==> src/sv/insertion_sorter_core_assert.svh <==
// insertion_sorter_core_assert.svh: assertion macros for the sorter RTL.
// Expects clk and rst_n in the scope of each use.
`ifndef INSERTION_SORTER_CORE_ASSERT_SVH
`define INSERTION_SORTER_CORE_ASSERT_SVH

// Property that must hold at every clock edge outside reset.
`define ISS_ASSERT_ALWAYS(label, expr, msg) \
    label: assert property (@(posedge clk) disable iff (!rst_n) (expr)) \
        else $error(msg);

// Antecedent at one edge implies the consequent at the next edge.
`define ISS_ASSERT_NEXT(label, ante, cons, msg) \
    label: assert property (@(posedge clk) disable iff (!rst_n) (ante) |=> (cons)) \
        else $error(msg);

`endif

==> src/sv/iss_pkg.sv <==
// iss_pkg: shared constants and the cell control type for the insertion sorter.
// No dependencies.
`timescale 1ns / 1ps

package iss_pkg;

    localparam int ISS_DEPTH      = 16;
    localparam int ISS_DATA_WIDTH = 32;

    typedef struct packed {
        logic insert;
        logic shift;
    } iss_ctrl_t;

endpackage

==> src/sv/insertion_sorter_core.sv <==
// insertion_sorter_core: stable ascending sorter built from a chain of cells.
// Depends on iss_pkg, iss_cell and insertion_sorter_core_assert.svh.
//
// Use: send list elements on the input channel (value, last) one per transfer.
// Each element is compared against every cell at once and the chain opens a
// slot for it, so one element enters per clock while collecting.
// Equal keys keep arrival order. Once DEPTH elements are held, further ones
// are dropped and overflow is raised on every result of that list.
// The transfer with last set enters its element, then the block drains: the
// output channel shows the smallest element in the next cycle and one element
// per cycle follows while out_stall is low; final_res marks the last one.
// Draining a list of n held elements takes n output transfers; in_stall stays
// high from the cycle after the last input until the final output transfer.
// When out_stall is high the head cell holds and nothing shifts.
// Reset empties the chain and clears the overflow flag; no sweep is needed.
`timescale 1ns / 1ps

module insertion_sorter_core #(
    parameter int DEPTH      = iss_pkg::ISS_DEPTH,
    parameter int DATA_WIDTH = iss_pkg::ISS_DATA_WIDTH
) (
    input  logic                         clk,
    input  logic                         rst_n,
    input  logic                         in_valid,
    output logic                         in_stall,
    input  logic signed [DATA_WIDTH-1:0] value,
    input  logic                         last,
    output logic                         out_valid,
    input  logic                         out_stall,
    output logic signed [DATA_WIDTH-1:0] sorted_value,
    output logic                         final_res,
    output logic                         overflow
);
    import iss_pkg::*;

    logic                         draining_reg;
    logic                         draining_next;
    logic                         dropped_reg;
    logic                         dropped_next;
    logic                         in_xfer;
    logic                         out_xfer;
    iss_ctrl_t                    ctrl;
    logic [DEPTH-1:0]             cell_takes;
    logic [DEPTH-1:0]             cell_valid;
    logic signed [DATA_WIDTH-1:0] cell_value [DEPTH];

    assign in_stall  = draining_reg;
    assign in_xfer   = in_valid && !in_stall;
    assign out_valid = draining_reg && cell_valid[0];
    assign out_xfer  = out_valid && !out_stall;

    assign ctrl.insert = in_xfer && !cell_valid[DEPTH-1];
    assign ctrl.shift  = out_xfer;

    for (genvar i = 0; i < DEPTH; i++)
    begin : g_cell
        logic                         p_takes;
        logic                         p_valid;
        logic signed [DATA_WIDTH-1:0] p_value;
        logic                         n_valid;
        logic signed [DATA_WIDTH-1:0] n_value;

        if (i == 0)
        begin : g_head
            assign p_takes = 1'b0;
            assign p_valid = 1'b0;
            assign p_value = '0;
        end
        else
        begin : g_body
            assign p_takes = cell_takes[i-1];
            assign p_valid = cell_valid[i-1];
            assign p_value = cell_value[i-1];
        end

        if (i == DEPTH - 1)
        begin : g_tail
            assign n_valid = 1'b0;
            assign n_value = '0;
        end
        else
        begin : g_mid
            assign n_valid = cell_valid[i+1];
            assign n_value = cell_value[i+1];
        end

        iss_cell #(
            .DATA_WIDTH(DATA_WIDTH)
        ) u_cell (
            .clk       (clk),
            .rst_n     (rst_n),
            .ctrl      (ctrl),
            .new_value (value),
            .prev_takes(p_takes),
            .prev_valid(p_valid),
            .prev_value(p_value),
            .next_valid(n_valid),
            .next_value(n_value),
            .takes     (cell_takes[i]),
            .valid     (cell_valid[i]),
            .value     (cell_value[i])
        );
    end

    assign sorted_value = cell_value[0];
    assign final_res    = !cell_valid[1];
    assign overflow     = dropped_reg;

    always_comb
    begin
        draining_next = draining_reg;
        dropped_next  = dropped_reg;
        if (in_xfer)
        begin
            if (cell_valid[DEPTH-1])
                dropped_next = 1'b1;
            if (last)
                draining_next = 1'b1;
        end
        if (out_xfer && final_res)
        begin
            draining_next = 1'b0;
            dropped_next  = 1'b0;
        end
    end

    always_ff @(posedge clk or negedge rst_n)
    begin
        if (!rst_n)
        begin
            draining_reg <= 1'b0;
            dropped_reg  <= 1'b0;
        end
        else
        begin
            draining_reg <= draining_next;
            dropped_reg  <= dropped_next;
        end
    end

    `include "insertion_sorter_core_assert.svh"

    `ISS_ASSERT_ALWAYS(a_valid_packed, $onehot({1'b0, cell_valid} + {{DEPTH{1'b0}}, 1'b1}), "cell valid bits not packed toward head")
    `ISS_ASSERT_ALWAYS(a_head_ordered, !cell_valid[1] || (cell_value[0] <= cell_value[1]), "head cells out of order")
    `ISS_ASSERT_NEXT(a_last_drains, in_xfer && last, out_valid, "no result after last transfer")
    `ISS_ASSERT_ALWAYS(a_no_overlap, !(out_valid && in_xfer), "input taken while draining")

endmodule

==> src/sv/iss_cell.sv <==
// iss_cell: one storage cell of the sorting chain; compare-and-shift on insert,
// shift toward the head on drain. Depends on iss_pkg.
`timescale 1ns / 1ps

module iss_cell #(
    parameter int DATA_WIDTH = iss_pkg::ISS_DATA_WIDTH
) (
    input  logic                         clk,
    input  logic                         rst_n,
    input  iss_pkg::iss_ctrl_t           ctrl,
    input  logic signed [DATA_WIDTH-1:0] new_value,
    input  logic                         prev_takes,
    input  logic                         prev_valid,
    input  logic signed [DATA_WIDTH-1:0] prev_value,
    input  logic                         next_valid,
    input  logic signed [DATA_WIDTH-1:0] next_value,
    output logic                         takes,
    output logic                         valid,
    output logic signed [DATA_WIDTH-1:0] value
);
    import iss_pkg::*;

    logic                         valid_reg;
    logic                         valid_next;
    logic signed [DATA_WIDTH-1:0] value_reg;
    logic signed [DATA_WIDTH-1:0] value_next;

    // strict less-than keeps equal keys in arrival order
    assign takes = !valid_reg || (new_value < value_reg);

    always_comb
    begin
        valid_next = valid_reg;
        value_next = value_reg;
        if (ctrl.shift)
        begin
            valid_next = next_valid;
            value_next = next_value;
        end
        else if (ctrl.insert && takes)
        begin
            if (prev_takes)
            begin
                valid_next = prev_valid;
                value_next = prev_value;
            end
            else
            begin
                valid_next = 1'b1;
                value_next = new_value;
            end
        end
    end

    always_ff @(posedge clk or negedge rst_n)
    begin
        if (!rst_n)
            valid_reg <= 1'b0;
        else
            valid_reg <= valid_next;
    end

    always_ff @(posedge clk)
    begin
        value_reg <= value_next;
    end

    assign valid = valid_reg;
    assign value = value_reg;

endmodule

==> config.mk <==
export PLATFORM = sky130hd
export DESIGN_NAME = insertion_sorter_core
export DESIGN_NICKNAME = d
export VERILOG_FILES = /design/src/sv/iss_pkg.sv /design/src/sv/insertion_sorter_core.sv /design/src/sv/iss_cell.sv
export VERILOG_INCLUDE_DIRS = /design/src /design/src/sv
export SDC_FILE = /design/constraint.sdc
export NUM_CORES = 2
export LEC_CHECK = 0
export ABC_AREA = 1
export BUFFER_PORTS_ARGS = -buffer_cell sky130_fd_sc_hd__buf_2
export CAP_MARGIN = 20
export CORE_ASPECT_RATIO = 0.6
export CORE_MARGIN = 4
export CORE_UTILIZATION = 60
export CTS_BUF_LIST = sky130_fd_sc_hd__clkbuf_4
export CTS_CLUSTER_SIZE = 30
export DETAILED_ROUTE_END_ITERATION = 10
export MAX_ROUTING_LAYER = met4
export PLACE_DENSITY = 0.84
export SYNTH_ARGS = -nofsm -noshare
export SYNTH_HDL_FRONTEND = slang
export SYNTH_HIERARCHICAL = 1
export SYNTH_SLANG_ARGS = --single-unit
==> constraint.sdc <==
create_clock -name clk -period 2.9 [get_ports clk]
set_clock_uncertainty 0.15 [all_clocks]
set_input_delay 0.58 -clock clk [delete_from_list [all_inputs] [get_ports clk]]
set_output_delay 0.58 -clock clk [all_outputs]
set_load 0.02 [all_outputs]
-- Word-level counts from Yosys, hierarchy flattened
Index checks and enable logic that the tools add are counted.
- add/sub/neg operators: 0
- multipliers: 0
- div/mod/pow operators: 0
- order comparisons: 16
- equality and inequality tests: 0
- shift-type cells: 0
- multiplexer cells: 98
- bitwise gates (word level): 0
- reductions and logical operators: 76
- operator list (operator ; count):
    32-bit 2-to-1 mux ; 45
    32-bit < comparator ; 16
    1-bit 2-to-1 mux ; 53
    2-bit nonzero test ; 19
    1-bit logical AND ; 21
    1-bit zero test ; 18
    1-bit logical OR ; 16
    2-bit AND reduction ; 2
- register bits: 530
- latch bits: 0
- memory bits (writable): 0
- ROM bits: 0
- input bits: 37
- output and inout bits: 36
- logic and storage cells: 224
- memories kept: 0

-- Longest topological paths before layout
- word-level depth: 6
- mapped depth: 20
- mapped depth without buffers: 19

-- By module
Netlist, hierarchy kept.
- by module, submodules not included (module ; instances ; cells an instance ; area each (µm²) ; sequential area each (µm²)):
    iss_cell at g_cell[0].u_cell ... ; 15 ; 318 ; 2493.6 ; 985.9
    iss_cell at g_cell[13].u_cell ; 1 ; 318 ; 2497.4 ; 985.9
    insertion_sorter_core ; 1 ; 18 ; 116.4 ; 50.0

-- Worst setup path after synthesis
Ideal clock, no wire load.
- path kind: input port to flip-flop
- start point: input port in_valid
- end point: register g_cell[0].u_cell.value_reg[0], enable pin
- setup time: 375 ps
- data arrival time: 2163 ps
- required time: 2375 ps
- slack: 212 ps
- stages: 4
- buffers on the path: 0
- cells stage by stage: nand2_1 > nor2_1 > nand2_2 > nand2_2
- RTL lines (item ; RTL line ; RTL):
    start, declared ; insertion_sorter_core.sv:24 ; input logic in_valid,
    end signal, assigned ; iss_cell.sv:65 ; value_reg <= value_next;
    end, declared ; iss_cell.sv:25 ; logic signed [DATA_WIDTH-1:0] value_reg;

-- Worst setup path after layout
- start point: register g_cell[2].u_cell.value_reg[3]
- end point: register g_cell[3].u_cell.value_reg[25] (data pin)
- cells in the longest elaborated chain, start to end: 5
- ends and longest elaborated chain (item ; RTL line ; RTL):
    start, declared ; iss_cell.sv:25 ;
    start signal, assigned ; iss_cell.sv:65 ;
    32-bit < comparator ; iss_cell.sv:29 ; assign takes = !valid_reg || (new_value < value_reg);
    1-bit logical OR ; iss_cell.sv:29 ;
    net cell_takes[2] ; insertion_sorter_core.sv:43 ; logic [DEPTH-1:0] cell_takes;
    32-bit 2-to-1 mux ; iss_cell.sv:42 ; if (prev_takes)
    32-bit 2-to-1 mux ; iss_cell.sv:40 ; else if (ctrl.insert && takes)
    32-bit 2-to-1 mux ; iss_cell.sv:35 ; if (ctrl.shift)
    net g_cell[3].u_cell.value_next[25] ; iss_cell.sv:26 ; logic signed [DATA_WIDTH-1:0] value_next;
    end signal, assigned ; iss_cell.sv:65 ;
    end, declared ; iss_cell.sv:25 ;
The timed path passes the listed nets, and every way through them passes these cells. The select of a mux whose other input is x is not followed.
A chain may end at the register's enable or synchronous reset.

==> impl_metrics.py <==
metrics = {
    "outcome": {
        "run_status": "finished clean",
    },
    "detailed_routing": {
        "post_drt_via_cell_ratio": 5.96,
        "vias": 38498,
        "detailedRoute.firstPassIterationCount": 6,
        "route.final.wire_length_um": 117000,
        "drt_iter0_markers": 5469,
        "wl_per_cell_um": 18.1,
        "post_detailed_route_count_of_antenna_violating_nets": 0,
        "drt_drc_violations_left": 0,
    },
    "global_routing": {
        "gr-usage-all-layers": 0.323,
        "grt_pass1_wl_um": 185000,
        "largest_net_degree_at_the_start_of_global_routing": 197,
        "gr-total-overflow": 0,
        "first_global_vias": 36647,
        "antenna_found_initial": 2,
    },
    "synthesis": {
        "synth_seq_area_share": 0.395,
        "synth-edff-count": 512,
        "yosysUniqueCellTypes": 27,
        "postSynth.asyncResetShare": 0.0340,
        "most_used_flip_flop_cell_after_synthesis": "sky130_fd_sc_hd__edfxtp_1",
        "synthesis.yosys.warnings": 6,
        "netlist_area_mm2": 0.0400,
        "postSynthRegisterBits": 530,
        "syn-instance-count": 5106,
        "synthesis.area_per_instance_um2": 7.84,
    },
    "power_and_ir_drop": {
        "worst_ir_drop_vdd_uv": 732,
        "power_density_mw_per_mm2": 1090,
        "power_leakage_nw": 21.5,
    },
    "worst_setup_path": {
        "crit_type": "flop to flop",
        "timing.rr.end": "g_cell[3].u_cell/value[25]",
        "critical_path.startpoint_type": "flop",
        "setup.reg_to_reg.worst_slack_ns": 0.001,
        "reg2reg_from": "g_cell[2].u_cell/value[3]",
        "worst-path-max-fanout": 12,
        "required_time_at_the_endpoint_of_the_critical_path_ns": 3.38,
        "ff2ff_path_depth": 15,
        "critPathArrivalTime_ns": 3.38,
        "end_kind": "flop",
    },
    "clocking": {
        "clock_insertion_delay_worst_skew_ns": 0.96,
        "cts_max_level": 4,
        "clk_pin_slew_ns": 0.07,
        "cts_tree": "yes",
        "ctsLongestPathBuffers": 3,
        "numCtsBuffers": 135,
        "cts_root_buffer": "sky130_fd_sc_hd__clkbuf_4",
        "clkSinkCount": 530,
    },
    "floorplanning": {
        "std_cell_rows": 73,
        "fp.dieH_um": 208,
        "design.portCount": 73,
        "initial_core_util": 0.605,
        "core_area_mm2": 0.0661,
        "die-area_mm2": 0.0710,
        "dieWidth_um": 341,
    },
    "finish": {
        "post_route_cells_drive_above_1_share": 0.137,
        "num-nets-final": 5996,
        "largest_reg_flops": 512,
        "syn_to_final_growth_pct": 15.3,
        "final_common_cell": "sky130_fd_sc_hd__a21oi_1",
        "post-route-cell-area_mm2": 0.0462,
        "most_frequent_cells_in_the_layout": "1258 x sky130_fd_sc_hd__a21oi_1, 962 x sky130_fd_sc_hd__nand2_1, 661 x sky130_fd_sc_hd__inv_1",
    },
    "min_path": {
        "worst_hold_startpoint": "value[9]",
        "whs_endpoint": "g_cell[10].u_cell/value[9]",
        "worstHoldPathType": "input port to flop",
        "worstHoldPathCells": 4,
    },
    "place": {
        "gp_routability_congestion": 0.913,
        "worst_slack_placed_ns": -0.414,
        "place.detailed.hpwl_um": 84000,
        "placed_cell_area_mm2": 0.0439,
        "portBuffers": 72,
    },
    "sta": {
        "worst_slack_ns": 0.00140,
        "drv_slew": 0,
        "hold_viol_final": 0,
        "finalHoldWorstSlack_ns": 0.0651,
        "final_period_minus_worst_setup_slack_ns": 2.90,
        "tightestPinTransition_ns": 1.07,
        "final_count_of_negative_setup_slack_endpoints": 0,
        "relSlewSlack": 0.287,
        "unrepaired_setup_endpoints_after_global_routing": "true",
        "max_clock_freq_mhz": 345,
        "period_share": 1.00,
    },
    "job": {
        "max-cap-violations": 0,
    },
}
report_power, final:
group | leakage (nW) | internal [W] | switching [W]
registers | 5.01 | 0.0143 | 0.00277
clock network | 1.03 | 0.00368 | 0.00342
logic | 15.4 | 0.00993 | 0.0164
kinds of logic (layout without fill, tap and decap cells):
kind of cell             after synthesis  after routing  synth area share
adder cells (fa/ha/maj)              496            496             0.155
AND/OR/NAND/NOR                     1768           1768             0.182
buffers and inverters                917           1297            0.0870
AO/OA/AOI/OAI                       1394           1394             0.180
other                                  1             69         0.0000937
flip-flops                           530            530             0.395
worst max-delay path, stage by stage (launching register included):
cell and delay [ns]:
sky130_fd_sc_hd__edfxtp_1 0.42, sky130_fd_sc_hd__inv_1 0.06, sky130_fd_sc_hd__ha_1 0.30, sky130_fd_sc_hd__a21oi_1 0.14, sky130_fd_sc_hd__nand2_1 0.12, sky130_fd_sc_hd__nand2_1 0.09, sky130_fd_sc_hd__nand2_1 0.11, sky130_fd_sc_hd__nand2_1 0.08
sky130_fd_sc_hd__nand2_1 0.13, sky130_fd_sc_hd__nand2_1 0.16, sky130_fd_sc_hd__nand2_1 0.06, sky130_fd_sc_hd__nand2_1 0.07, sky130_fd_sc_hd__nand3_2 0.13, sky130_fd_sc_hd__buf_4 0.23, sky130_fd_sc_hd__a21oi_1 0.19, sky130_fd_sc_hd__a21oi_1 0.14
layout make-up:
class,count,area (um2)
antenna,2,5.00
tap,900,1130
clock inverter,32,319
timing repair buffer,378,3790
clock buffer,194,1460
fill,4944,20000
inverter,693,2610
multi-input combinational,3725,21000
sequential,530,15800
timing repair:
| action | 4_1_cts | 5_1_grt |
|---|---|---|
| setup endpoints to repair | 0 | 241 |
| buffers inserted | 0 | 10 |
| resized for setup | 0 | 68 |
| endpoints found under the hold margin | 40 | 0 |
| hold buffers | 14 | 0 |
synthesized netlist by cell type (all sizes together) (16+ instances only):
library cell  instances  share of area
a21oi              1282           0.16
buf                  48         0.0055
clkbuf              176          0.017
dfrtp                18          0.011
edfxtp              512           0.38
ha                  496           0.16
inv                 692          0.065
nand2              1029           0.10
nand3                65          0.010
nand4                48          0.010
nor2                594          0.056
nor3                 32         0.0060
o211ai               16         0.0050
o21a                 16         0.0030
o21ai                80          0.010
worst max path at each step:
| stage | endpoint | slack [ns] | start |
|---|---|---|---|
| after floorplan | g_cell[0].u_cell/value[0] | 0.21 | in_valid |
| after global placement | g_cell[15].u_cell/value[1] | -0.28 | value[7] |
| after detailed placement | g_cell[4].u_cell/value[1] | -0.41 | value[7] |
| after CTS | g_cell[4].u_cell/value[14] | 0.08 | g_cell[3].u_cell/value[5] |
| after global routing | g_cell[10].u_cell/value[10] | -0.1 | g_cell[9].u_cell/value[3] |
| final | g_cell[3].u_cell/value[25] | 0.001 | g_cell[2].u_cell/value[3] |
routing by layer:
| metal | routed length (um) | vias to the layer above | global-route usage |
|---|---|---|---|
| met5 | 0 | - | - |
| met4 | 2460 | 0 | 0.0885 |
| met3 | 15000 | 260 | 0.0665 |
| met2 | 48800 | 2556 | 0.457 |
| met1 | 50500 | 17791 | 0.471 |
| li1 | - | 17891 | - |
metrics by stage:
stage	instances	TNS, ns	total power, W	util
6_report	6454	0	0.0505	0.698
5_1_grt	6454	-0.808	0.0540	0.698
4_1_cts	6440	0	0.0491	0.693
3_5_place_dp	6200	-240.12	0.0418	0.664
3_3_place_gp	6200	-180.47	0.0403	0.664
2_1_floorplan	5172	0	0.0329	-
Note: power is estimated with default switching activity, not from simulation.
